### src/hw/rtl/assert_macros.svh
// Assertion helpers shared by the RTL files.
// Both macros sample on clk_i and are disabled while rst_ni is low.
`ifndef ASSERT_MACROS_SVH
`define ASSERT_MACROS_SVH

// Plain property that must hold at every clock edge out of reset.
`define TKML_ASSERT(lbl, prop) \
  lbl: assert property (@(posedge clk_i) disable iff (!rst_ni) (prop)) \
    else $error("tkml assertion failed");

// Same-cycle implication.
`define TKML_ASSERT_IMP(lbl, ante, cons) \
  lbl: assert property (@(posedge clk_i) disable iff (!rst_ni) (ante) |-> (cons)) \
    else $error("tkml implication failed");

`endif

### src/hw/rtl/tkml_pkg.sv
`timescale 1ns / 1ps

package tkml_pkg;

  // Default sizes of the list and of the payload fields.
  localparam int unsigned MAX_ENTRIES_DEF = 64;
  localparam int unsigned OFFSET_BITS_DEF = 14;
  localparam int unsigned SCORE_BITS_DEF  = 16;

  // Width of the capacity register and of the entry count.
  localparam int unsigned CNT_W = 7;

  localparam logic [CNT_W-1:0] CAPACITY_RESET = 7'd40;

  // Command codes of an input beat.
  localparam logic CMD_INSERT = 1'b0;
  localparam logic CMD_CLEAR  = 1'b1;

  // Control part of the scan token that walks down the cell row.
  typedef struct packed {
    logic valid;
    logic first;
  } tkml_tok_ctl_t;

endpackage

### src/hw/rtl/tkml_if.sv
`timescale 1ns / 1ps

// Candidate channel: one insert or clear command per beat.
interface tkml_in_if #(
  parameter int unsigned OFFSET_BITS = tkml_pkg::OFFSET_BITS_DEF,
  parameter int unsigned SCORE_BITS  = tkml_pkg::SCORE_BITS_DEF
);
  logic                          valid;
  logic                          ready;
  logic                          cmd;
  logic signed [OFFSET_BITS-1:0] offset_x;
  logic signed [OFFSET_BITS-1:0] offset_y;
  logic        [SCORE_BITS-1:0]  score;

  modport source (output valid, cmd, offset_x, offset_y, score, input ready);
  modport sink   (input valid, cmd, offset_x, offset_y, score, output ready);
endinterface

// Result channel: one beat per command.
interface tkml_out_if #(
  parameter int unsigned OFFSET_BITS = tkml_pkg::OFFSET_BITS_DEF,
  parameter int unsigned SCORE_BITS  = tkml_pkg::SCORE_BITS_DEF
);
  logic                           valid;
  logic                           ready;
  logic                           taken;
  logic signed [OFFSET_BITS-1:0]  best_x;
  logic signed [OFFSET_BITS-1:0]  best_y;
  logic        [SCORE_BITS-1:0]   best_score;
  logic [tkml_pkg::CNT_W-1:0]     entries;

  modport source (output valid, taken, best_x, best_y, best_score, entries, input ready);
  modport sink   (input valid, taken, best_x, best_y, best_score, entries, output ready);
endinterface

// Configuration channel: writes the list capacity.
interface tkml_cfg_if;
  logic                       valid;
  logic                       ready;
  logic [tkml_pkg::CNT_W-1:0] list_capacity;

  modport source (output valid, list_capacity, input ready);
  modport sink   (input valid, list_capacity, output ready);
endinterface

### src/hw/rtl/tkml_ctrl.sv
`timescale 1ns / 1ps
`include "assert_macros.svh"

module tkml_ctrl #(
  parameter int unsigned MAX_ENTRIES = tkml_pkg::MAX_ENTRIES_DEF,
  parameter int unsigned OFFSET_BITS = tkml_pkg::OFFSET_BITS_DEF,
  parameter int unsigned SCORE_BITS  = tkml_pkg::SCORE_BITS_DEF,
  localparam int unsigned IDX_W      = (MAX_ENTRIES > 1) ? $clog2(MAX_ENTRIES) : 1
) (
  input  logic                          clk_i,
  input  logic                          rst_ni,
  tkml_in_if.sink                       cand_i,
  tkml_out_if.source                    res_o,
  tkml_cfg_if.sink                      cfg_i,
  // Entry writes to the cell row.
  output logic [MAX_ENTRIES-1:0]        wr_en_o,
  output logic signed [OFFSET_BITS-1:0] wr_x_o,
  output logic signed [OFFSET_BITS-1:0] wr_y_o,
  output logic        [SCORE_BITS-1:0]  wr_score_o,
  output logic [tkml_pkg::CNT_W-1:0]    fill_o,
  // Head and tail of the scan token.
  output tkml_pkg::tkml_tok_ctl_t       head_ctl_o,
  input  tkml_pkg::tkml_tok_ctl_t       tail_ctl_i,
  input  logic signed [OFFSET_BITS-1:0] tail_best_x_i,
  input  logic signed [OFFSET_BITS-1:0] tail_best_y_i,
  input  logic        [SCORE_BITS-1:0]  tail_best_score_i,
  input  logic        [SCORE_BITS-1:0]  tail_worst_score_i,
  input  logic        [IDX_W-1:0]       tail_worst_idx_i
);
  import tkml_pkg::*;

  localparam logic [CNT_W-1:0] MAX_CNT = CNT_W'(MAX_ENTRIES);

  localparam logic [1:0] ST_IDLE   = 2'd0;
  localparam logic [1:0] ST_EXEC   = 2'd1;
  localparam logic [1:0] ST_SCAN   = 2'd2;
  localparam logic [1:0] ST_RESULT = 2'd3;

  logic [1:0] state_q, state_d;

  // Latched command beat.
  logic                          cmd_q;
  logic signed [OFFSET_BITS-1:0] x_q, y_q;
  logic        [SCORE_BITS-1:0]  sc_q;

  logic [CNT_W-1:0] cap_q, cap_eff;
  logic [CNT_W-1:0] fill_q, fill_d;

  // Best entry and worst score/index of the held list.
  logic signed [OFFSET_BITS-1:0] best_x_q, best_x_d, best_y_q, best_y_d;
  logic        [SCORE_BITS-1:0]  best_s_q, best_s_d, worst_s_q, worst_s_d;
  logic        [IDX_W-1:0]       worst_i_q, worst_i_d;

  logic launch_q, launch_d;

  // Result register.
  logic                          out_valid_q;
  logic                          out_ld, out_taken;
  logic                          taken_q;
  logic signed [OFFSET_BITS-1:0] ox_q, oy_q;
  logic        [SCORE_BITS-1:0]  os_q;
  logic [CNT_W-1:0]              oent_q;

  logic in_fire, cfg_fire, out_free, full;

  assign cand_i.ready = (state_q == ST_IDLE);
  assign cfg_i.ready  = 1'b1;
  assign in_fire      = cand_i.valid && cand_i.ready;
  assign cfg_fire     = cfg_i.valid && cfg_i.ready;
  assign out_free     = !out_valid_q || res_o.ready;

  // Capacity clamped to 1..MAX_ENTRIES.
  always_comb begin
    if (cap_q == '0) begin
      cap_eff = CNT_W'(1);
    end else if (cap_q > MAX_CNT) begin
      cap_eff = MAX_CNT;
    end else begin
      cap_eff = cap_q;
    end
  end

  assign full = (fill_q >= cap_eff);

  // Sequencer: append, clear and reject finish in one step; a replacement
  // writes the worst cell and sends a token down the row for a rescan.
  always_comb begin
    state_d   = state_q;
    fill_d    = fill_q;
    best_x_d  = best_x_q;
    best_y_d  = best_y_q;
    best_s_d  = best_s_q;
    worst_s_d = worst_s_q;
    worst_i_d = worst_i_q;
    launch_d  = 1'b0;
    out_ld    = 1'b0;
    out_taken = 1'b0;
    wr_en_o   = '0;
    unique case (state_q)
      ST_IDLE: begin
        if (in_fire) begin
          state_d = ST_EXEC;
        end
      end
      ST_EXEC: begin
        if (cmd_q == CMD_CLEAR) begin
          if (out_free) begin
            fill_d  = '0;
            out_ld  = 1'b1;
            state_d = ST_IDLE;
          end
        end else if (!full) begin
          if (out_free) begin
            wr_en_o[fill_q[IDX_W-1:0]] = 1'b1;
            fill_d = fill_q + CNT_W'(1);
            if ((fill_q == '0) || (sc_q > best_s_q)) begin
              best_x_d = x_q;
              best_y_d = y_q;
              best_s_d = sc_q;
            end
            if ((fill_q == '0) || (sc_q < worst_s_q)) begin
              worst_s_d = sc_q;
              worst_i_d = fill_q[IDX_W-1:0];
            end
            out_ld    = 1'b1;
            out_taken = 1'b1;
            state_d   = ST_IDLE;
          end
        end else if (sc_q > worst_s_q) begin
          wr_en_o[worst_i_q] = 1'b1;
          launch_d = 1'b1;
          state_d  = ST_SCAN;
        end else if (out_free) begin
          out_ld  = 1'b1;
          state_d = ST_IDLE;
        end
      end
      ST_SCAN: begin
        if (tail_ctl_i.valid) begin
          best_x_d  = tail_best_x_i;
          best_y_d  = tail_best_y_i;
          best_s_d  = tail_best_score_i;
          worst_s_d = tail_worst_score_i;
          worst_i_d = tail_worst_idx_i;
          state_d   = ST_RESULT;
        end
      end
      ST_RESULT: begin
        if (out_free) begin
          out_ld    = 1'b1;
          out_taken = 1'b1;
          state_d   = ST_IDLE;
        end
      end
      default: begin
        state_d = ST_IDLE;
      end
    endcase
  end

  // Control state.
  always_ff @(posedge clk_i or negedge rst_ni) begin
    if (!rst_ni) begin
      state_q     <= ST_IDLE;
      fill_q      <= '0;
      cap_q       <= CAPACITY_RESET;
      launch_q    <= 1'b0;
      out_valid_q <= 1'b0;
    end else begin
      state_q  <= state_d;
      fill_q   <= fill_d;
      launch_q <= launch_d;
      if (cfg_fire) begin
        cap_q <= cfg_i.list_capacity;
      end
      if (out_ld) begin
        out_valid_q <= 1'b1;
      end else if (res_o.ready) begin
        out_valid_q <= 1'b0;
      end
    end
  end

  // Payload registers.
  always_ff @(posedge clk_i) begin
    if (in_fire) begin
      cmd_q <= cand_i.cmd;
      x_q   <= cand_i.offset_x;
      y_q   <= cand_i.offset_y;
      sc_q  <= cand_i.score;
    end
    best_x_q  <= best_x_d;
    best_y_q  <= best_y_d;
    best_s_q  <= best_s_d;
    worst_s_q <= worst_s_d;
    worst_i_q <= worst_i_d;
    if (out_ld) begin
      taken_q <= out_taken;
      oent_q  <= fill_d;
      if (fill_d == '0) begin
        ox_q <= '0;
        oy_q <= '0;
        os_q <= '0;
      end else begin
        ox_q <= best_x_d;
        oy_q <= best_y_d;
        os_q <= best_s_d;
      end
    end
  end

  assign res_o.valid      = out_valid_q;
  assign res_o.taken      = taken_q;
  assign res_o.best_x     = ox_q;
  assign res_o.best_y     = oy_q;
  assign res_o.best_score = os_q;
  assign res_o.entries    = oent_q;

  assign wr_x_o     = x_q;
  assign wr_y_o     = y_q;
  assign wr_score_o = sc_q;
  assign fill_o     = fill_q;

  // The token starts in the cycle after the replacement write, so the new entry is already stored.
  assign head_ctl_o.valid = launch_q;
  assign head_ctl_o.first = 1'b1;

  `TKML_ASSERT(a_fill_bound, fill_q <= MAX_CNT)
  `TKML_ASSERT(a_single_write, $onehot0(wr_en_o))
  `TKML_ASSERT_IMP(a_tail_in_scan, tail_ctl_i.valid, state_q == ST_SCAN)
  `TKML_ASSERT_IMP(a_order, fill_q != '0, worst_s_q <= best_s_q)
  `TKML_ASSERT_IMP(a_taken_nonempty, res_o.valid && res_o.taken, res_o.entries != '0)

endmodule

### src/flat_wrapper.sv
// flat-port wrapper written by rule: the top's interface ports become plain ports
module tkml_ctrl_flat import tkml_pkg::*;
#(
  parameter int unsigned MAX_ENTRIES = tkml_pkg::MAX_ENTRIES_DEF,
  parameter int unsigned OFFSET_BITS = tkml_pkg::OFFSET_BITS_DEF,
  parameter int unsigned SCORE_BITS  = tkml_pkg::SCORE_BITS_DEF,
  localparam int unsigned IDX_W      = (MAX_ENTRIES > 1) ? $clog2(MAX_ENTRIES) : 1
)
  (clk_i, rst_ni, wr_en_o, wr_x_o, wr_y_o, wr_score_o, fill_o, head_ctl_o, tail_ctl_i, tail_best_x_i, tail_best_y_i, tail_best_score_i, tail_worst_score_i, tail_worst_idx_i, cand_i_valid, cand_i_cmd, cand_i_offset_x, cand_i_offset_y, cand_i_score, cand_i_ready, res_o_valid, res_o_taken, res_o_best_x, res_o_best_y, res_o_best_score, res_o_entries, res_o_ready, cfg_i_valid, cfg_i_list_capacity, cfg_i_ready);
  tkml_in_if #(.OFFSET_BITS(OFFSET_BITS), .SCORE_BITS(SCORE_BITS)) cand_i_i ();
  tkml_out_if #(.OFFSET_BITS(OFFSET_BITS), .SCORE_BITS(SCORE_BITS)) res_o_i ();
  tkml_cfg_if cfg_i_i ();
  input  logic clk_i;
  input  logic rst_ni;
  output logic [MAX_ENTRIES-1:0] wr_en_o;
  output logic signed [OFFSET_BITS-1:0] wr_x_o;
  output logic signed [OFFSET_BITS-1:0] wr_y_o;
  output logic        [SCORE_BITS-1:0] wr_score_o;
  output logic [tkml_pkg::CNT_W-1:0] fill_o;
  output tkml_pkg::tkml_tok_ctl_t head_ctl_o;
  input  tkml_pkg::tkml_tok_ctl_t tail_ctl_i;
  input  logic signed [OFFSET_BITS-1:0] tail_best_x_i;
  input  logic signed [OFFSET_BITS-1:0] tail_best_y_i;
  input  logic        [SCORE_BITS-1:0] tail_best_score_i;
  input  logic        [SCORE_BITS-1:0] tail_worst_score_i;
  input  logic        [IDX_W-1:0] tail_worst_idx_i;
  input wire logic [$bits(cand_i_i.valid)-1:0] cand_i_valid;
  input wire logic [$bits(cand_i_i.cmd)-1:0] cand_i_cmd;
  input wire logic [$bits(cand_i_i.offset_x)-1:0] cand_i_offset_x;
  input wire logic [$bits(cand_i_i.offset_y)-1:0] cand_i_offset_y;
  input wire logic [$bits(cand_i_i.score)-1:0] cand_i_score;
  output wire logic [$bits(cand_i_i.ready)-1:0] cand_i_ready;
  output wire logic [$bits(res_o_i.valid)-1:0] res_o_valid;
  output wire logic [$bits(res_o_i.taken)-1:0] res_o_taken;
  output wire logic [$bits(res_o_i.best_x)-1:0] res_o_best_x;
  output wire logic [$bits(res_o_i.best_y)-1:0] res_o_best_y;
  output wire logic [$bits(res_o_i.best_score)-1:0] res_o_best_score;
  output wire logic [$bits(res_o_i.entries)-1:0] res_o_entries;
  input wire logic [$bits(res_o_i.ready)-1:0] res_o_ready;
  input wire logic [$bits(cfg_i_i.valid)-1:0] cfg_i_valid;
  input wire logic [$bits(cfg_i_i.list_capacity)-1:0] cfg_i_list_capacity;
  output wire logic [$bits(cfg_i_i.ready)-1:0] cfg_i_ready;
  assign cand_i_i.valid = cand_i_valid;
  assign cand_i_i.cmd = cand_i_cmd;
  assign cand_i_i.offset_x = cand_i_offset_x;
  assign cand_i_i.offset_y = cand_i_offset_y;
  assign cand_i_i.score = cand_i_score;
  assign cand_i_ready = cand_i_i.ready;
  assign res_o_valid = res_o_i.valid;
  assign res_o_taken = res_o_i.taken;
  assign res_o_best_x = res_o_i.best_x;
  assign res_o_best_y = res_o_i.best_y;
  assign res_o_best_score = res_o_i.best_score;
  assign res_o_entries = res_o_i.entries;
  assign res_o_i.ready = res_o_ready;
  assign cfg_i_i.valid = cfg_i_valid;
  assign cfg_i_i.list_capacity = cfg_i_list_capacity;
  assign cfg_i_ready = cfg_i_i.ready;
  tkml_ctrl #(.MAX_ENTRIES(MAX_ENTRIES), .OFFSET_BITS(OFFSET_BITS), .SCORE_BITS(SCORE_BITS)) u_core (.clk_i(clk_i), .rst_ni(rst_ni), .cand_i(cand_i_i), .res_o(res_o_i), .cfg_i(cfg_i_i), .wr_en_o(wr_en_o), .wr_x_o(wr_x_o), .wr_y_o(wr_y_o), .wr_score_o(wr_score_o), .fill_o(fill_o), .head_ctl_o(head_ctl_o), .tail_ctl_i(tail_ctl_i), .tail_best_x_i(tail_best_x_i), .tail_best_y_i(tail_best_y_i), .tail_best_score_i(tail_best_score_i), .tail_worst_score_i(tail_worst_score_i), .tail_worst_idx_i(tail_worst_idx_i));
endmodule
### config.mk
export PLATFORM = sky130hd
export DESIGN_NAME = tkml_ctrl_flat
export DESIGN_NICKNAME = d
export VERILOG_FILES = /design/src/hw/rtl/tkml_pkg.sv /design/src/hw/rtl/tkml_if.sv /design/src/hw/rtl/tkml_ctrl.sv /design/src/flat_wrapper.sv
export VERILOG_INCLUDE_DIRS = /design/src /design/src/hw/rtl
export SDC_FILE = /design/constraint.sdc
export NUM_CORES = 1
export LEC_CHECK = 0
export ABC_AREA = 1
export ABC_CLOCK_PERIOD_IN_PS = 8060
export CAP_MARGIN = 20
export CORE_MARGIN = 5
export CORE_UTILIZATION = 55
export CTS_BUF_LIST = sky130_fd_sc_hd__clkbuf_16
export DETAILED_ROUTE_END_ITERATION = 6
export DONT_BUFFER_PORTS = 1
export HOLD_SLACK_MARGIN = 0.12
export PLACE_DENSITY = 0.7
export SLEW_MARGIN = 20
export SYNTH_ARGS = -nofsm -noshare
export SYNTH_HDL_FRONTEND = slang
export SYNTH_SLANG_ARGS = --single-unit
### constraint.sdc
create_clock -name clk_i -period 8.06 [get_ports clk_i]
set_input_delay 0.806 -clock clk_i [delete_from_list [all_inputs] [get_ports clk_i]]
set_output_delay 0.806 -clock clk_i [all_outputs]
set_load 0.02 [all_outputs]
==> results.sh <==
export IMPL_syn_inst=1405
export IMPL_synth_avg_cell_area_um2=7.661
export IMPL_cp_required_ps=7250
export IMPL_drive_gt1_share_pct=8.689
export IMPL_crit_arrival_ps=3920
export IMPL_ff2ff_setup_slack_ps=3630
export IMPL_min_path_type="input pin to async pin"
export IMPL_ys_warn_count=0
export IMPL_setup_tns_final_ps=0
export IMPL_gp_congestion=0.9293
export IMPL_yosysTopAreaCellShare_pct=33.20
export IMPL_hpwl_um=19490
export IMPL_ios=297
export IMPL_cts_tree="done"
export IMPL_dr_pass1_iters=5
export IMPL_antenna_found_initial=1
export IMPL_clockBufferDepth=2
export IMPL_vdd_drop_max_mv=0.2431
export IMPL_grt_setup_unrepaired="no"
export IMPL_root_buffer="clkbuf_16"
export IMPL_final_common_cell="nand2_1"
export IMPL_antenna_left=0
export IMPL_rr_worst_depth=15
export IMPL_max_stage_delay_ps=910
export IMPL_slew_headroom_pct=24.65
export IMPL_crit_end="wr_en_o[39]"
export IMPL_dieArea_um2=22470
export IMPL_crit_path_end_kind="output pin"
export IMPL_p_leak_nw=5.571
export IMPL_async_reset_ff_share_pct=9.945
export IMPL_setup_viol=0
export IMPL_critical_path_startpoint_type="flop"
export IMPL_max_freq_ghz=0.2118
export IMPL_skew_ps=16.84
export IMPL_crit_slowest_cell="nor2_1"
export IMPL_fillers=1763
export IMPL_clkSinkCount=181
export IMPL_routedWlPerCell_um=17.62
export IMPL_track_usage_pct=25.48
export IMPL_grt_max_degree=91
export IMPL_slew_viol_final=0
export IMPL_reg2reg_to="u_core.res_o.best_score[9]$_SDFFCE_PN0P_"
export IMPL_status="completed"
export IMPL_post_route_min_period_ps=4722
export IMPL_first_global_vias=8570
export IMPL_dr_first_iter_drc_count=630
export IMPL_clkLatencyLatePin_ps=440
export IMPL_synth_top_area_cell="edfxtp_1"
export IMPL_die_h_um=149.9
export IMPL_crit_path_start="u_core.fill_o[0]$_DFF_PN0_"
export IMPL_drc=0
export IMPL_p_total_mw=5.861
export IMPL_synthTopCellsByArea="edfxtp_1 (33%), nand2_1 (16%), dfxtp_1 (8.2%)"
export IMPL_cp_max_fo=16
export IMPL_yosysSeqAreaShare_pct=45.59
export IMPL_num_antenna_cells=0
export IMPL_coreArea_um2=19330
export IMPL_synth_area_um2=10760
export IMPL_via_per_inst=5.473
export IMPL_synth_edff_count=119
export IMPL_grt_pass1_wl_um=45080
export IMPL_start_util_pct=55.67
export IMPL_worst_slew_pin_transition_ps=1126
export IMPL_r2r_start="u_core.fill_o[0]$_DFF_PN0_"
export IMPL_portBuffers=0
export IMPL_cts_buffers=17
export IMPL_syn2layout_area_growth_pct=6.823
export IMPL_via_count=9008
export IMPL_cts_clk_slew_worst_paths_ps=70
export IMPL_routed_wl_um=29010
export IMPL_hold_violations=0
export IMPL_mostFrequentLayoutCells="nand2_1 (444), inv_1 (215), nand3_1 (166)"
export IMPL_place_ws_ps=3727
export IMPL_crit_type="flop to output pin"
export IMPL_drv_cap=0
export IMPL_synth_ff_type="edfxtp_1"
export IMPL_min_period_over_period_pct=58.59
export IMPL_setup_ws_ps=3338
export IMPL_overflow=0
export IMPL_ys_seq_elements=181
export IMPL_die_width_um=149.9
export IMPL_crit_chain="inv_1, ha_1, nand2_1, nor2_1, nand3_1, nand3_2, nand2_1, clkinv_1, nand3_1, nor2_1, nand3_1, nand2_1"
export IMPL_rows=51
export IMPL_final_util_pct=59.47
export IMPL_num_nets_final=1539
export IMPL_power_density_nw_per_um2=509.7
export IMPL_synth_cell_types=43
export IMPL_htree_num_levels=4
[kinds of logic (layout without fill, tap and decap cells)]
group	Yosys count	after routing	synth area share [%]
simple gates	729	729	29.93
buf+inv	288	263	10.98
flops	181	181	45.59
compound gates	156	156	7.695
fa+ha+maj	46	46	5.347
mux	4	4	0.4184
other cells	1	2	0.03484
[how the worst min path moves through the flow]
stage,slack (ps),depth (start not counted),end
floorplan,500,2,u_core.cap_q[0]$_DFFE_PN0P_
global placement,510,0,u_core.launch_q$_DFF_PN0_
detailed placement,510,0,u_core.launch_q$_DFF_PN0_
CTS,190,0,u_core.cap_q[3]$_DFFE_PN1P_
global route,190,0,u_core.cap_q[3]$_DFFE_PN1P_
finish,200,0,u_core.cap_q[3]$_DFFE_PN1P_
[layer usage]
metal | global-route usage (%) | wire (µm) | vias up
met2 | 42.96 | 13980 | 358
met5 | 0 | 7 | -
li1 | - | - | 4444
met3 | 9.540 | 3123 | 44
met4 | 6.359 | 544 | 2
met1 | 30.97 | 11350 | 4160
[power by group]
part,switching [mW],internal [mW],total (mW)
clock network,0.411,0.465,0.876
logic,2.01,0.807,2.82
registers,0.520,1.65,2.17
[what timing repair did]
action                    in CTS  in global routing
hold endpoints to repair      16                  0
setup buffers                  0                  0
resized for setup              0                  0
hold buffers                   1                  0
[stage by stage]
step	hold WS, ps	area, µm²	instances
global placement	510.9	10830	1612
detailed placement	510.9	10830	1612
global route	185.4	11500	1646
floorplan	501.7	10770	1406
CTS	191.5	11470	1645
finish	201.9	11500	1646
[worst max-delay path: cells and delay by family (launching register included)]
family	cells	cell delay, ps
fa+ha+maj	1	370
buf+inv	2	440
flops	1	720
simple gates	9	1940
[registers in the layout (all words and copies together), names as in the netlist, 7 cells and up]
| signal | cells |
|---|---|
| u_core.best_s_q | 16 |
| u_core.res_o.best_score | 16 |
| u_core.worst_s_q | 16 |
| u_core.wr_score_o | 16 |
| u_core.best_x_q | 14 |
| u_core.best_y_q | 14 |
| u_core.res_o.best_x | 14 |
| u_core.res_o.best_y | 14 |
| u_core.wr_x_o | 14 |
| u_core.wr_y_o | 14 |
| u_core.cap_q | 7 |
| u_core.fill_o | 7 |
| u_core.res_o.entries | 7 |
[Yosys cell counts, types with 33 or more instances]
| master | count |
|---|---|
| nand2_1 | 445 |
| inv_1 | 216 |
| nand3_1 | 166 |
| edfxtp_1 | 119 |
| o21ai_0 | 77 |
| a21oi_1 | 59 |
| ha_1 | 46 |
| dfxtp_1 | 44 |
| nor2_2 | 41 |
| clkbuf_1 | 36 |
| nor2_1 | 33 |
[cell type report]
| cell class | count | area, µm² | area share [%] |
|---|---|---|---|
| clock buffer | 18 | 450.4 | 3.917 |
| clock inverter | 14 | 180.2 | 1.567 |
| inverter | 223 | 837.1 | 7.280 |
| multi-input combinational | 937 | 4717 | 41.02 |
| sequential | 181 | 4907 | 42.68 |
| tap | 265 | 331.6 | 2.884 |
| timing repair buffer | 8 | 75.07 | 0.6529 |
Note: power is estimated with default switching activity, not from simulation.
