===== src/hw/rtl/assert_macros.svh =====
// Assertion helpers shared by the RTL files.
// Both macros sample on clk_i and are disabled while rst_ni is low.
`ifndef ASSERT_MACROS_SVH
`define ASSERT_MACROS_SVH

// Plain property that must hold at every clock edge out of reset.
`define TKML_ASSERT(lbl, prop) \
  lbl: assert property (@(posedge clk_i) disable iff (!rst_ni) (prop)) \
    else $error("tkml assertion failed");

// Same-cycle implication.
`define TKML_ASSERT_IMP(lbl, ante, cons) \
  lbl: assert property (@(posedge clk_i) disable iff (!rst_ni) (ante) |-> (cons)) \
    else $error("tkml implication failed");

`endif


===== src/hw/rtl/tkml_pkg.sv =====
`timescale 1ns / 1ps

package tkml_pkg;

  // Default sizes of the list and of the payload fields.
  localparam int unsigned MAX_ENTRIES_DEF = 64;
  localparam int unsigned OFFSET_BITS_DEF = 14;
  localparam int unsigned SCORE_BITS_DEF  = 16;

  // Width of the capacity register and of the entry count.
  localparam int unsigned CNT_W = 7;

  localparam logic [CNT_W-1:0] CAPACITY_RESET = 7'd40;

  // Command codes of an input beat.
  localparam logic CMD_INSERT = 1'b0;
  localparam logic CMD_CLEAR  = 1'b1;

  // Control part of the scan token that walks down the cell row.
  typedef struct packed {
    logic valid;
    logic first;
  } tkml_tok_ctl_t;

endpackage


===== src/hw/rtl/tkml_cell.sv =====
`timescale 1ns / 1ps

module tkml_cell #(
  parameter int unsigned MAX_ENTRIES = tkml_pkg::MAX_ENTRIES_DEF,
  parameter int unsigned OFFSET_BITS = tkml_pkg::OFFSET_BITS_DEF,
  parameter int unsigned SCORE_BITS  = tkml_pkg::SCORE_BITS_DEF,
  parameter int unsigned CELL_IDX    = 0,
  localparam int unsigned IDX_W      = (MAX_ENTRIES > 1) ? $clog2(MAX_ENTRIES) : 1
) (
  input  logic                          clk_i,
  input  logic                          rst_ni,
  // Entry write from the controller.
  input  logic                          wr_en_i,
  input  logic signed [OFFSET_BITS-1:0] wr_x_i,
  input  logic signed [OFFSET_BITS-1:0] wr_y_i,
  input  logic        [SCORE_BITS-1:0]  wr_score_i,
  input  logic [tkml_pkg::CNT_W-1:0]    fill_i,
  // Scan token from the left neighbor.
  input  tkml_pkg::tkml_tok_ctl_t       ctl_i,
  input  logic signed [OFFSET_BITS-1:0] best_x_i,
  input  logic signed [OFFSET_BITS-1:0] best_y_i,
  input  logic        [SCORE_BITS-1:0]  best_score_i,
  input  logic        [SCORE_BITS-1:0]  worst_score_i,
  input  logic        [IDX_W-1:0]       worst_idx_i,
  // Scan token to the right neighbor.
  output tkml_pkg::tkml_tok_ctl_t       ctl_o,
  output logic signed [OFFSET_BITS-1:0] best_x_o,
  output logic signed [OFFSET_BITS-1:0] best_y_o,
  output logic        [SCORE_BITS-1:0]  best_score_o,
  output logic        [SCORE_BITS-1:0]  worst_score_o,
  output logic        [IDX_W-1:0]       worst_idx_o
);
  import tkml_pkg::*;

  localparam logic [IDX_W-1:0] MY_IDX = IDX_W'(CELL_IDX);
  localparam logic [CNT_W-1:0] MY_CNT = CNT_W'(CELL_IDX);

  logic signed [OFFSET_BITS-1:0] x_q, y_q;
  logic        [SCORE_BITS-1:0]  score_q;

  tkml_tok_ctl_t                 ctl_d, ctl_q;
  logic signed [OFFSET_BITS-1:0] bx_d, bx_q, by_d, by_q;
  logic        [SCORE_BITS-1:0]  bs_d, bs_q, ws_d, ws_q;
  logic        [IDX_W-1:0]       wi_d, wi_q;
  logic                          held;

  assign held = (MY_CNT < fill_i);

  // Stored entry; held entries are only rewritten by the controller.
  always_ff @(posedge clk_i) begin
    if (wr_en_i) begin
      x_q     <= wr_x_i;
      y_q     <= wr_y_i;
      score_q <= wr_score_i;
    end
  end

  // Fold this entry into the running best and worst. Strict compares keep
  // the lowest index on ties since the token moves toward higher indices.
  always_comb begin
    ctl_d.valid = ctl_i.valid;
    ctl_d.first = 1'b0;
    bx_d = best_x_i;
    by_d = best_y_i;
    bs_d = best_score_i;
    ws_d = worst_score_i;
    wi_d = worst_idx_i;
    if (ctl_i.first) begin
      bx_d = x_q;
      by_d = y_q;
      bs_d = score_q;
      ws_d = score_q;
      wi_d = MY_IDX;
    end else if (held) begin
      if (score_q > best_score_i) begin
        bx_d = x_q;
        by_d = y_q;
        bs_d = score_q;
      end
      if (score_q < worst_score_i) begin
        ws_d = score_q;
        wi_d = MY_IDX;
      end
    end
  end

  always_ff @(posedge clk_i or negedge rst_ni) begin
    if (!rst_ni) begin
      ctl_q <= '0;
    end else begin
      ctl_q <= ctl_d;
    end
  end

  always_ff @(posedge clk_i) begin
    bx_q <= bx_d;
    by_q <= by_d;
    bs_q <= bs_d;
    ws_q <= ws_d;
    wi_q <= wi_d;
  end

  assign ctl_o         = ctl_q;
  assign best_x_o      = bx_q;
  assign best_y_o      = by_q;
  assign best_score_o  = bs_q;
  assign worst_score_o = ws_q;
  assign worst_idx_o   = wi_q;

endmodule


===== config.mk =====
export PLATFORM = sky130hd
export DESIGN_NAME = tkml_cell
export DESIGN_NICKNAME = d
export VERILOG_FILES = /design/src/hw/rtl/assert_macros.svh /design/src/hw/rtl/tkml_pkg.sv /design/src/hw/rtl/tkml_cell.sv
export SDC_FILE = /design/constraint.sdc
export NUM_CORES = 1
export LEC_CHECK = 0
export BUFFER_PORTS_ARGS = -buffer_cell sky130_fd_sc_hd__buf_2
export CAP_MARGIN = 10
export CORE_MARGIN = 1
export CORE_UTILIZATION = 50
export CTS_CLUSTER_DIAMETER = 40
export DETAILED_ROUTE_END_ITERATION = 10
export PLACE_DENSITY = 0.83
export RECOVER_POWER = 100
export SETUP_SLACK_MARGIN = 0.3
export SLEW_MARGIN = 20
export SYNTH_ARGS = -nofsm -noshare
export SYNTH_HDL_FRONTEND = slang
export SYNTH_SLANG_ARGS = --single-unit
export TNS_END_PERCENT = 30

===== constraint.sdc =====
create_clock -name clk_i -period 7.1 [get_ports clk_i]
set_input_delay 1.775 -clock clk_i [delete_from_list [all_inputs] [get_ports clk_i]]
set_output_delay 1.775 -clock clk_i [all_outputs]
set_load 0.02 [all_outputs]

==> results of run 1 <==
how the worst max path moves through the flow:
stage | slack (ns) | start | end
floorplan | 3.27 | worst_score_i[14] | worst_score_o[10]$_DFF_P_
detailed placement | 2.58 | worst_score_i[11] | worst_score_o[0]$_DFF_P_
global route | 1.58 | worst_score_i[11] | worst_score_o[15]$_DFF_P_
finish | 1.77 | worst_score_i[11] | worst_score_o[0]$_DFF_P_
CTS | 2.96 | worst_score_i[11] | worst_score_o[0]$_DFF_P_
global placement | 2.54 | best_score_i[15] | best_score_o[15]$_DFF_P_
state kept, by name (all words and copies together) (netlist names):
name,flops
best_score_o,16
worst_idx_o,6
x_q,14
ctl_o,1
score_q,16
worst_score_o,16
y_q,14
best_y_o,14
best_x_o,14
routing by layer:
layer / GRT usage (%) / share of wire, % / up-vias
met5: 0 / 0 / -
met4: 7.23 / 1.5 / 0
met3: 4.99 / 5.5 / 12
met2: 37.7 / 54 / 99
met1: 21.4 / 39 / 1347
li1: - / - / 1440
area by class of cell:
type	count	area share [%]
Timing Repair Buffer	189	15.8
Sequential cell	111	49.0
Inverter	31	2.14
Tap cell	108	2.48
Clock inverter	7	1.29
Clock buffer	9	2.28
Multi-Input combinational cell	148	27.0
kinds of logic after synthesis:
group	Yosys count	share of synthesized area, %
adder cells (fa/ha/maj)	31	8.60
flip-flops	111	59.2
buffers and inverters	39	4.69
other	1	0.0832
multiplexers	60	19.5
AND/OR/NAND/NOR	30	3.83
AO/OA/AOI/OAI	26	4.16
cell usage in the layout (no fill, tap or decap), types with 2 or more instances in the layout:
master / instances
nor2_1: 4
buf_2: 117
o21ai_0: 2
inv_6: 3
dfxtp_1: 66
mux2_4: 16
inv_1: 31
mux2_1: 38
o21a_1: 2
nor3_1: 2
inv_8: 2
edfxtp_1: 44
nor4_1: 2
ha_1: 31
and2_0: 5
nand2_1: 6
o211ai_1: 2
clkbuf_1: 71
nand4_1: 4
a21o_1: 2
mux2_2: 6
a21oi_1: 10
or4_1: 3
clkbuf_8: 9
per-stage QoR:
| step | hold slack, ns | area (sq um) | cells |
|---|---|---|---|
| after global placement | 0.453 | 5500 | 587 |
| after floorplan | 0.448 | 4510 | 298 |
| after CTS | 0.472 | 5690 | 603 |
| after detailed placement | 0.460 | 5500 | 587 |
| after global routing | 0.483 | 5440 | 603 |
| final | 0.456 | 5440 | 603 |
power by group through the flow:
stage               Combinational [uW]  Sequential, uW  Clock (uW)
floorplan                          137             825           0
global placement                   288             767           0
detailed placement                 298             770           0
CTS                                299             756         378
global route                       277             763         406
finish                             254             756         367
worst reg2reg max path, stage by stage (launching register included):
cell	delay, ns
edfxtp_1	0.47
ha_1	0.33
nand4_1	0.15
or4_1	0.56
o31a_1	0.26
a31oi_1	1.92
mux2_2	0.47
==> impl_metrics.env, run 1 <==
export IMPL_power_switching_uw=400
export IMPL_max_clock_freq_mhz=187
export IMPL_rsz0062_at_grt="false"
export IMPL_fin_tns_setup_ns=0
export IMPL_layout_drive_gt1_share_pct=31.7
export IMPL_wl_microns=9270
export IMPL_cts_resized=0
export IMPL_vias_per_cell=4.81
export IMPL_synth_cell_type_count=35
export IMPL_r2r_cells=6
export IMPL_crit_arrival_ns=5.58
export IMPL_start_util_pct=51.7
export IMPL_antenna_cells=0
export IMPL_antenna_found_initial=0
export IMPL_portBuffers=188
export IMPL_p_comb_share_pct=18.5
export IMPL_power_uw=1380
export IMPL_hold_path_startpoint="y_q[0]$_DFFE_PP_"
export IMPL_clk_pin_slew_worst_paths_ns=0.12
export IMPL_synth_seq_cells=111
export IMPL_clock_sinks=111
export IMPL_grt_total_usage_pct=20.0
export IMPL_clock_path_buffers=2
export IMPL_async_reset_ff_share_pct=0.901
export IMPL_die_area_sq_um=9400
export IMPL_clk_latency_ns=0.37
export IMPL_cp_depth=8
export IMPL_fin_crit_ns=5.33
export IMPL_globalplace_congestion=0.831
export IMPL_seqPwrFrac_pct=54.9
export IMPL_yosysMostFrequentCell="dfxtp_1"
export IMPL_setup_ws_ns=1.77
export IMPL_chipHeight_microns=97.0
export IMPL_vias=2898
export IMPL_required_ns=7.34
export IMPL_post_cts_setup_buffers=0
export IMPL_drt_iter0_drc=58
export IMPL_hold_end="best_y_o[0]$_DFF_P_"
export IMPL_end_kind="flop"
export IMPL_reg2reg_to="worst_score_o[0]$_DFF_P_"
export IMPL_criticalPathCategory="in2reg"
export IMPL_max_slew_margin_pct=-83.3
export IMPL_nFillCells=740
export IMPL_pre_cts_ws_ns=2.58
export IMPL_r2r_start="score_q[14]$_DFFE_PP_"
export IMPL_syn_inst=298
export IMPL_synth_nets=451
export IMPL_cp_top_family="compound AO/OA/AOI/OAI gates"
export IMPL_r2r_slack_ns=2.83
export IMPL_pin_count=190
export IMPL_synth_seq_area_share_pct=59.2
export IMPL_leakagePower_uw=0.00246
export IMPL_skew_ns=0.0208
export IMPL_slew_violations=68
export IMPL_grt_pass1_wl_microns=14600
export IMPL_start_kind="input port"
export IMPL_setup_violations=0
export IMPL_min_path_type="reg2reg"
export IMPL_maxCapViolations=2
export IMPL_drc_errors=0
export IMPL_grt_max_degree=45
export IMPL_cts_max_level=3
export IMPL_finalCritPeriodShare_pct=75.1
export IMPL_tightest_slew_ns=2.74
export IMPL_drtAntennaViolNets=0
export IMPL_synth_top_area_cell="dfxtp_1"
export IMPL_syn_mean_instance_area_sq_um=15.1
export IMPL_final_core_util_pct=62.4
export IMPL_cts_tree="yes"
export IMPL_synth_flop_cell="dfxtp_1"
export IMPL_seq_area_sq_um=2670
export IMPL_synth_edff_count=44
export IMPL_overflow=0
export IMPL_netlist_area_leader_share_pct=29.3
export IMPL_slowest_delay_ns=1.92
export IMPL_fin_nets=643
export IMPL_power_density_nw_per_um2=253
export IMPL_ir_drop_mv=0.145
export IMPL_crit_chain="clkbuf_1 -> inv_1 -> ha_1 -> nand4_1 -> or4_1 -> o31a_1 -> a31oi_1 -> mux2_2"
export IMPL_status="finished, violations left"
export IMPL_rows=34
export IMPL_finalHoldViolCount=0
export IMPL_violations="capacitance limit, slew limit"
export IMPL_multi_input_area_sq_um=1470
export IMPL_crit_path_max_fanout=22
export IMPL_p_sw_share_pct=29.0
export IMPL_area_growth_syn_to_layout_pct=20.6
export IMPL_cts_buffers=9
export IMPL_intPower_uw=978
export IMPL_yosys_top_cells_area="dfxtp_1 (29%), edfxtp_1 (29%), mux2_4 (18%)"
export IMPL_ys_top_cells_by_count="dfxtp_1 (66), mux2_4 (54), edfxtp_1 (44)"
export IMPL_cp_slowest_cell="a31oi_1"
export IMPL_cts_hold_buf=0
export IMPL_coreArea_sq_um=8720
export IMPL_first_global_vias=3128
export IMPL_root_buffer="clkbuf_8"
export IMPL_hold_depth=1
export IMPL_synthesis_area_sq_um=4510
export IMPL_clock_power_share_pct=26.7
export IMPL_yosys_warnings=0
export IMPL_wl_per_cell_microns=15.4
export IMPL_first_pass_iters=4
export IMPL_hpwlAfterDp_microns=7100
export IMPL_die_w_microns=97.0
export IMPL_cp_buffers_inverters=2
No activity file was read; power rests on OpenSTA's default activity.
==> run 2: changes to the inputs <==
--- a/config.mk
+++ b/config.mk
@@ -5,13 +5,14 @@
 export SDC_FILE = /design/constraint.sdc
 export NUM_CORES = 1
 export LEC_CHECK = 0
+export ABC_AREA = 1
 export BUFFER_PORTS_ARGS = -buffer_cell sky130_fd_sc_hd__buf_2
 export CAP_MARGIN = 10
 export CORE_MARGIN = 1
-export CORE_UTILIZATION = 50
+export CORE_UTILIZATION = 43
 export CTS_CLUSTER_DIAMETER = 40
 export DETAILED_ROUTE_END_ITERATION = 10
-export PLACE_DENSITY = 0.83
+export PLACE_DENSITY = 0.76
 export RECOVER_POWER = 100
 export SETUP_SLACK_MARGIN = 0.3
 export SLEW_MARGIN = 20
==> constraint.sdc (replaced) <==
create_clock -name clk_i -period 4.56 [get_ports clk_i]
set_input_delay 1.14 -clock clk_i [delete_from_list [all_inputs] [get_ports clk_i]]
set_output_delay 1.14 -clock clk_i [all_outputs]
set_load 0.02 [all_outputs]
==> impl_metrics.env, run 2 <==
export IMPL_tightest_slew_ns=2.51
export IMPL_leakagePower_uw=0.00284
export IMPL_rsz0062_at_grt="false"
export IMPL_yosysMostFrequentCell="nand2_1"
export IMPL_die_w_microns=104
export IMPL_setup_violations=0
export IMPL_drtAntennaViolNets=0
export IMPL_synth_edff_count=44
export IMPL_synth_cell_type_count=21
export IMPL_whs_ns=0.444
export IMPL_async_reset_ff_share_pct=0.901
export IMPL_finalHoldViolCount=0
export IMPL_clock_sinks=111
export IMPL_post_cts_setup_buffers=0
export IMPL_synth_seq_cells=111
export IMPL_intPower_uw=1580
export IMPL_status="finished, violations left"
export IMPL_synth_seq_area_share_pct=59.5
export IMPL_end_kind="flop"
export IMPL_cts_max_level=3
export IMPL_wl_microns=10500
export IMPL_first_pass_iters=5
export IMPL_design_area_sq_um=5590
export IMPL_portBuffers=188
export IMPL_cts_hold_buf=0
export IMPL_clock_path_buffers=2
export IMPL_grt_total_usage_pct=19.6
export IMPL_slew_violations=45
export IMPL_p_sw_share_pct=29.7
export IMPL_finalCritPeriodShare_pct=71.6
export IMPL_crit_path_max_fanout=22
export IMPL_hold_depth=2
export IMPL_fin_tns_setup_ns=0
export IMPL_root_buffer="clkbuf_8"
export IMPL_hpwlAfterDp_microns=7570
export IMPL_syn_inst=469
export IMPL_yosys_warnings=0
export IMPL_drc_errors=0
export IMPL_grt_max_degree=49
export IMPL_netlist_area_leader_share_pct=29.5
export IMPL_chipHeight_microns=104
export IMPL_crit_arrival_ns=3.52
export IMPL_vias=3658
export IMPL_final_cell_mix="nand2_1 (157), buf_2 (117), clkbuf_1 (71)"
export IMPL_placed_cell_area_sq_um=5470
export IMPL_fin_crit_ns=3.27
export IMPL_synth_flop_cell="dfxtp_1"
export IMPL_overflow=0
export IMPL_max_clock_freq_mhz=306
export IMPL_start_util_pct=45.1
export IMPL_die_area_sq_um=10800
export IMPL_max_slew_margin_pct=-67.6
export IMPL_power_switching_uw=665
export IMPL_pin_count=190
export IMPL_layout_commonest_cell="nand2_1"
export IMPL_wl_per_cell_microns=13.3
export IMPL_cts_buffers=9
export IMPL_ys_top_cells_by_count="nand2_1 (155), dfxtp_1 (66), nand3_1 (63)"
export IMPL_syn_mean_instance_area_sq_um=9.56
export IMPL_r2r_cells=12
export IMPL_p_comb_share_pct=19.6
export IMPL_area_growth_syn_to_layout_pct=24.5
export IMPL_required_ns=4.82
export IMPL_first_global_vias=3692
export IMPL_drt_iter0_drc=143
export IMPL_synth_nets=622
export IMPL_cts_tree="yes"
export IMPL_fin_cells=789
export IMPL_synthesis_area_sq_um=4490
export IMPL_seqPwrFrac_pct=53.2
export IMPL_vias_per_cell=4.64
export IMPL_synth_top_area_cell="dfxtp_1"
export IMPL_clock_power_share_pct=27.2
export IMPL_min_path_type="reg2reg"
export IMPL_violations="capacitance limit, slew limit"
export IMPL_coreArea_sq_um=9950
export IMPL_antenna_cells=0
export IMPL_skew_ns=0.0124
export IMPL_power_density_nw_per_um2=401
export IMPL_yosys_top_cells_area="dfxtp_1 (29%), edfxtp_1 (29%), nand2_1 (13%)"
export IMPL_antenna_found_initial=0
export IMPL_grt_pass1_wl_microns=16600
export IMPL_rows=36
export IMPL_fin_nets=804
export IMPL_cts_resized=0
export IMPL_maxCapViolations=1
export IMPL_criticalPathCategory="in2reg"
export IMPL_layout_drive_gt1_share_pct=21.0
export IMPL_globalplace_congestion=0.779
export IMPL_ir_drop_mv=0.193
export IMPL_clk_latency_ns=0.37
export IMPL_clk_pin_slew_worst_paths_ns=0.10
export IMPL_dp_cells=773
export IMPL_start_kind="input port"
[run 2: final timing paths]
path                                      start                       end  slack (ns)
max in group asynchronous                rst_ni        ctl_o[1]$_DFF_PN0_        3.95
min                            y_q[2]$_DFFE_PP_       best_y_o[2]$_DFF_P_        0.44
max reg2reg                score_q[1]$_DFFE_PP_  worst_score_o[0]$_DFF_P_        1.73
min in group asynchronous                rst_ni        ctl_o[1]$_DFF_PN0_        0.53
max                           worst_score_i[11]  worst_score_o[0]$_DFF_P_        1.29
min reg2reg                    y_q[2]$_DFFE_PP_       best_y_o[2]$_DFF_P_        0.44
[run 2: power by group through the flow]
stage | clock (uW) | sequential (uW) | combinational (uW)
detailed placement | 0 | 1210 | 465
finish | 609 | 1190 | 440
CTS | 626 | 1190 | 467
floorplan | 0 | 1310 | 192
global placement | 0 | 1210 | 455
global route | 667 | 1200 | 489
[run 2: area by class of cell]
cell class | count | area, sq um
Fill cell | 915 | 4370
Sequential cell | 111 | 2670
Multi-Input combinational cell | 292 | 1500
Timing Repair Buffer | 189 | 860
Inverter | 48 | 180
Tap cell | 133 | 166
Clock buffer | 11 | 151
Clock inverter | 5 | 63.8
[run 2: through the flow]
step,utilization (%),power [uW],worst slack [ns]
final,56.1,2240,1.29
after global routing,56.1,2360,1.10
after CTS,57.1,2280,1.60
after detailed placement,54.9,1680,1.20
after global placement,54.9,1660,1.26
after floorplan,-,1500,2.12
[run 2: kinds of logic (layout without fill, tap and decap cells)]
family | Yosys count | after routing | synth area share, %
simple gates | 243 | 243 | 22.7
compound gates | 17 | 17 | 2.06
fa+ha+maj | 31 | 31 | 8.65
flops | 111 | 111 | 59.5
other cells | 1 | 1 | 0.0836
buf+inv | 66 | 253 | 7.03
[run 2: worst max-delay path: stages]
cell and delay (ns):
clkbuf_1 0.11, inv_1 0.05, ha_1 0.28, nand2_1 0.06
inv_1 0.06, o21ai_0 0.08, a21oi_1 0.14, nor2_1 0.06
nand2_1 0.51, nand2_1 0.71, nand2_1 0.24, nand2_1 0.09
[run 2: per-layer routing]
layer	track usage [%]	wire length, microns	up-vias
li1	-	-	1872
met1	21.2	4350	1645
met2	36.2	5390	125
met3	3.88	538	16
met4	10.1	215	0
met5	0	0	-
==> run 3: changes to the inputs <==
==> constraint.sdc (replaced) <==
create_clock -name clk_i -period 2.88 [get_ports clk_i]
set_input_delay 0.72 -clock clk_i [delete_from_list [all_inputs] [get_ports clk_i]]
set_output_delay 0.72 -clock clk_i [all_outputs]
set_load 0.02 [all_outputs]
==> impl_metrics.env, run 3 (synthesized netlist as in run 2, its figures left out) <==
export IMPL_grt_busiest_layer="met2"
export IMPL_end_kind="flop"
export IMPL_clock_path_buffers=2
export IMPL_final_cell_mix="nand2_1 (156), buf_2 (118), clkbuf_1 (71)"
export IMPL_tightest_slew_ns=1.30
export IMPL_use_met3_pct=3.95
export IMPL_seq_area_sq_um=2670
export IMPL_criticalPathCategory="in2reg"
export IMPL_grt_max_degree=45
export IMPL_rows=36
export IMPL_crit_arrival_ns=2.63
export IMPL_multi_input_area_sq_um=1500
export IMPL_root_buffer="clkbuf_8"
export IMPL_vias=3721
export IMPL_overflow=0
export IMPL_ir_drop_mv=0.420
export IMPL_power_density_nw_per_um2=620
export IMPL_skew_ns=0.0139
export IMPL_max_clock_freq_mhz=422
export IMPL_crit_path_max_fanout=44
export IMPL_grt_pass1_wl_microns=16600
export IMPL_rsz0062_at_grt="false"
export IMPL_area_growth_syn_to_layout_pct=24.4
export IMPL_die_area_sq_um=10800
export IMPL_met2_usage_pct=34.1
export IMPL_start_kind="input port"
export IMPL_clk_pin_slew_worst_paths_ns=0.11
export IMPL_finalCritPeriodShare_pct=82.3
export IMPL_whs_ns=0.101
export IMPL_first_global_vias=3609
export IMPL_grtUsageMet1_pct=22.6
export IMPL_hpwlAfterDp_microns=7750
export IMPL_grt_total_usage_pct=19.3
export IMPL_vias_per_cell=4.69
export IMPL_cts_hold_buf=0
export IMPL_antenna_found_initial=0
export IMPL_clock_sinks=111
export IMPL_slowest_delay_ns=0.34
export IMPL_post_cts_setup_buffers=0
export IMPL_status="finished clean"
export IMPL_pin_count=190
export IMPL_max_slew_margin_pct=13.0
export IMPL_crit_chain="clkbuf_1 -> inv_1 -> ha_1 -> a21oi_1 -> o21ai_0 -> a21oi_1 -> nand2_1 -> nand2_4 -> nand2_4 -> nand2_1 -> nand2_1"
export IMPL_start_util_pct=45.1
export IMPL_globalplace_congestion=0.810
export IMPL_fin_crit_ns=2.37
export IMPL_cts_tree="yes"
export IMPL_cts_max_level=3
export IMPL_wl_microns=10500
export IMPL_nFillCells=943
export IMPL_cts_buffers=9
export IMPL_layout_drive_gt1_share_pct=21.5
export IMPL_drt_iter0_drc=137
export IMPL_setup_violations=0
export IMPL_clk_latency_ns=0.37
export IMPL_required_ns=3.14
export IMPL_min_path_type="in2async"
export IMPL_cts_resized=0
export IMPL_wl_per_cell_microns=13.2
export IMPL_leakagePower_uw=0.00285
export IMPL_portBuffers=188
export IMPL_drc_errors=0
export IMPL_cp_slowest_cell="nand2_4"
export IMPL_fin_nets=807
export IMPL_coreArea_sq_um=9950
export IMPL_layout_commonest_cell="nand2_1"
export IMPL_drtAntennaViolNets=0
export IMPL_die_w_microns=104
export IMPL_fin_tns_setup_ns=0
export IMPL_path_common_cell="nand2_1"
export IMPL_slew_violations=0
export IMPL_chipHeight_microns=104
export IMPL_maxCapViolations=0
export IMPL_first_pass_iters=4
export IMPL_finalHoldViolCount=0
==> run 3: changes by cell type in the layout (fill, tap and decap cells not counted) <==
| cell | previous run | this run |
|---|---|---|
| buf_2 | 117 | 118 |
| buf_4 | 1 | 3 |
| bufinv_16 | 1 | 0 |
| clkbuf_2 | 0 | 1 |
| clkbuf_8 | 11 | 9 |
| clkinvlp_4 | 1 | 0 |
| diode_2 | 0 | 1 |
| inv_4 | 0 | 2 |
| inv_6 | 1 | 0 |
| inv_8 | 0 | 2 |
| nand2_1 | 157 | 156 |
| nand2_2 | 0 | 1 |
==> run 3: power by group <==
group | switching [uW] | leakage [uW] | internal, uW
registers | 65.8 | 0.000997 | 1820
clock network | 537 | 0.0000952 | 332
logic | 480 | 0.00176 | 228
total | 1080 | 0.00285 | 2380
==> run 3: critical path: cells and delay by family <==
family                   cells  cell delay, ns
AO/OA/AOI/OAI                3            0.46
buffers and inverters        2            0.16
adder cells (fa/ha/maj)      1            0.30
AND/OR/NAND/NOR              5            0.95
==> run 3: per-stage QoR <==
stage	std cells	total power, uW	util [%]	worst slack (ns)	cell area, sq um
global placement	776	2640	55.3	0.235	5500
finish	793	3460	56.0	0.509	5580
CTS	792	3520	57.1	0.558	5680
global route	792	3640	56.0	0.336	5580
floorplan	469	2370	-	0.863	4490
detailed placement	776	2660	55.3	0.154	5500
==> run 3: area by class of cell <==
type | instances | share of cell area (%)
timing repair buffer | 192 | 15.8
clock inverter | 6 | 0.942
clock buffer | 10 | 2.29
inverter | 48 | 3.23
antenna | 1 | 0.0449
multi-input combinational | 292 | 26.9
sequential | 111 | 47.8
tap | 133 | 2.98
==> run 3: per-layer routing <==
metal  part of all wire, %  vias to the layer above
met5                     0                        -
met4                   1.6                        0
met3                   6.9                       12
met2                    50                      141
met1                    42                     1685
li1                      -                     1883
==> run 3: final timing paths <==
kind                                       start             endpoint  slack, ns  cells after the start
max reg2reg                score_q[13]$_DFFE_PP_  best_y_o[7]$_DFF_P_       0.57                      9
min                                       rst_ni   ctl_o[1]$_DFF_PN0_       0.10                      1
min in group clk_i              y_q[3]$_DFFE_PP_  best_y_o[3]$_DFF_P_       0.44                      2
min reg2reg                     y_q[3]$_DFFE_PP_  best_y_o[3]$_DFF_P_       0.44                      2
max                             best_score_i[13]  best_y_o[7]$_DFF_P_       0.51                     11
max in group asynchronous                 rst_ni   ctl_o[1]$_DFF_PN0_       2.70                      1
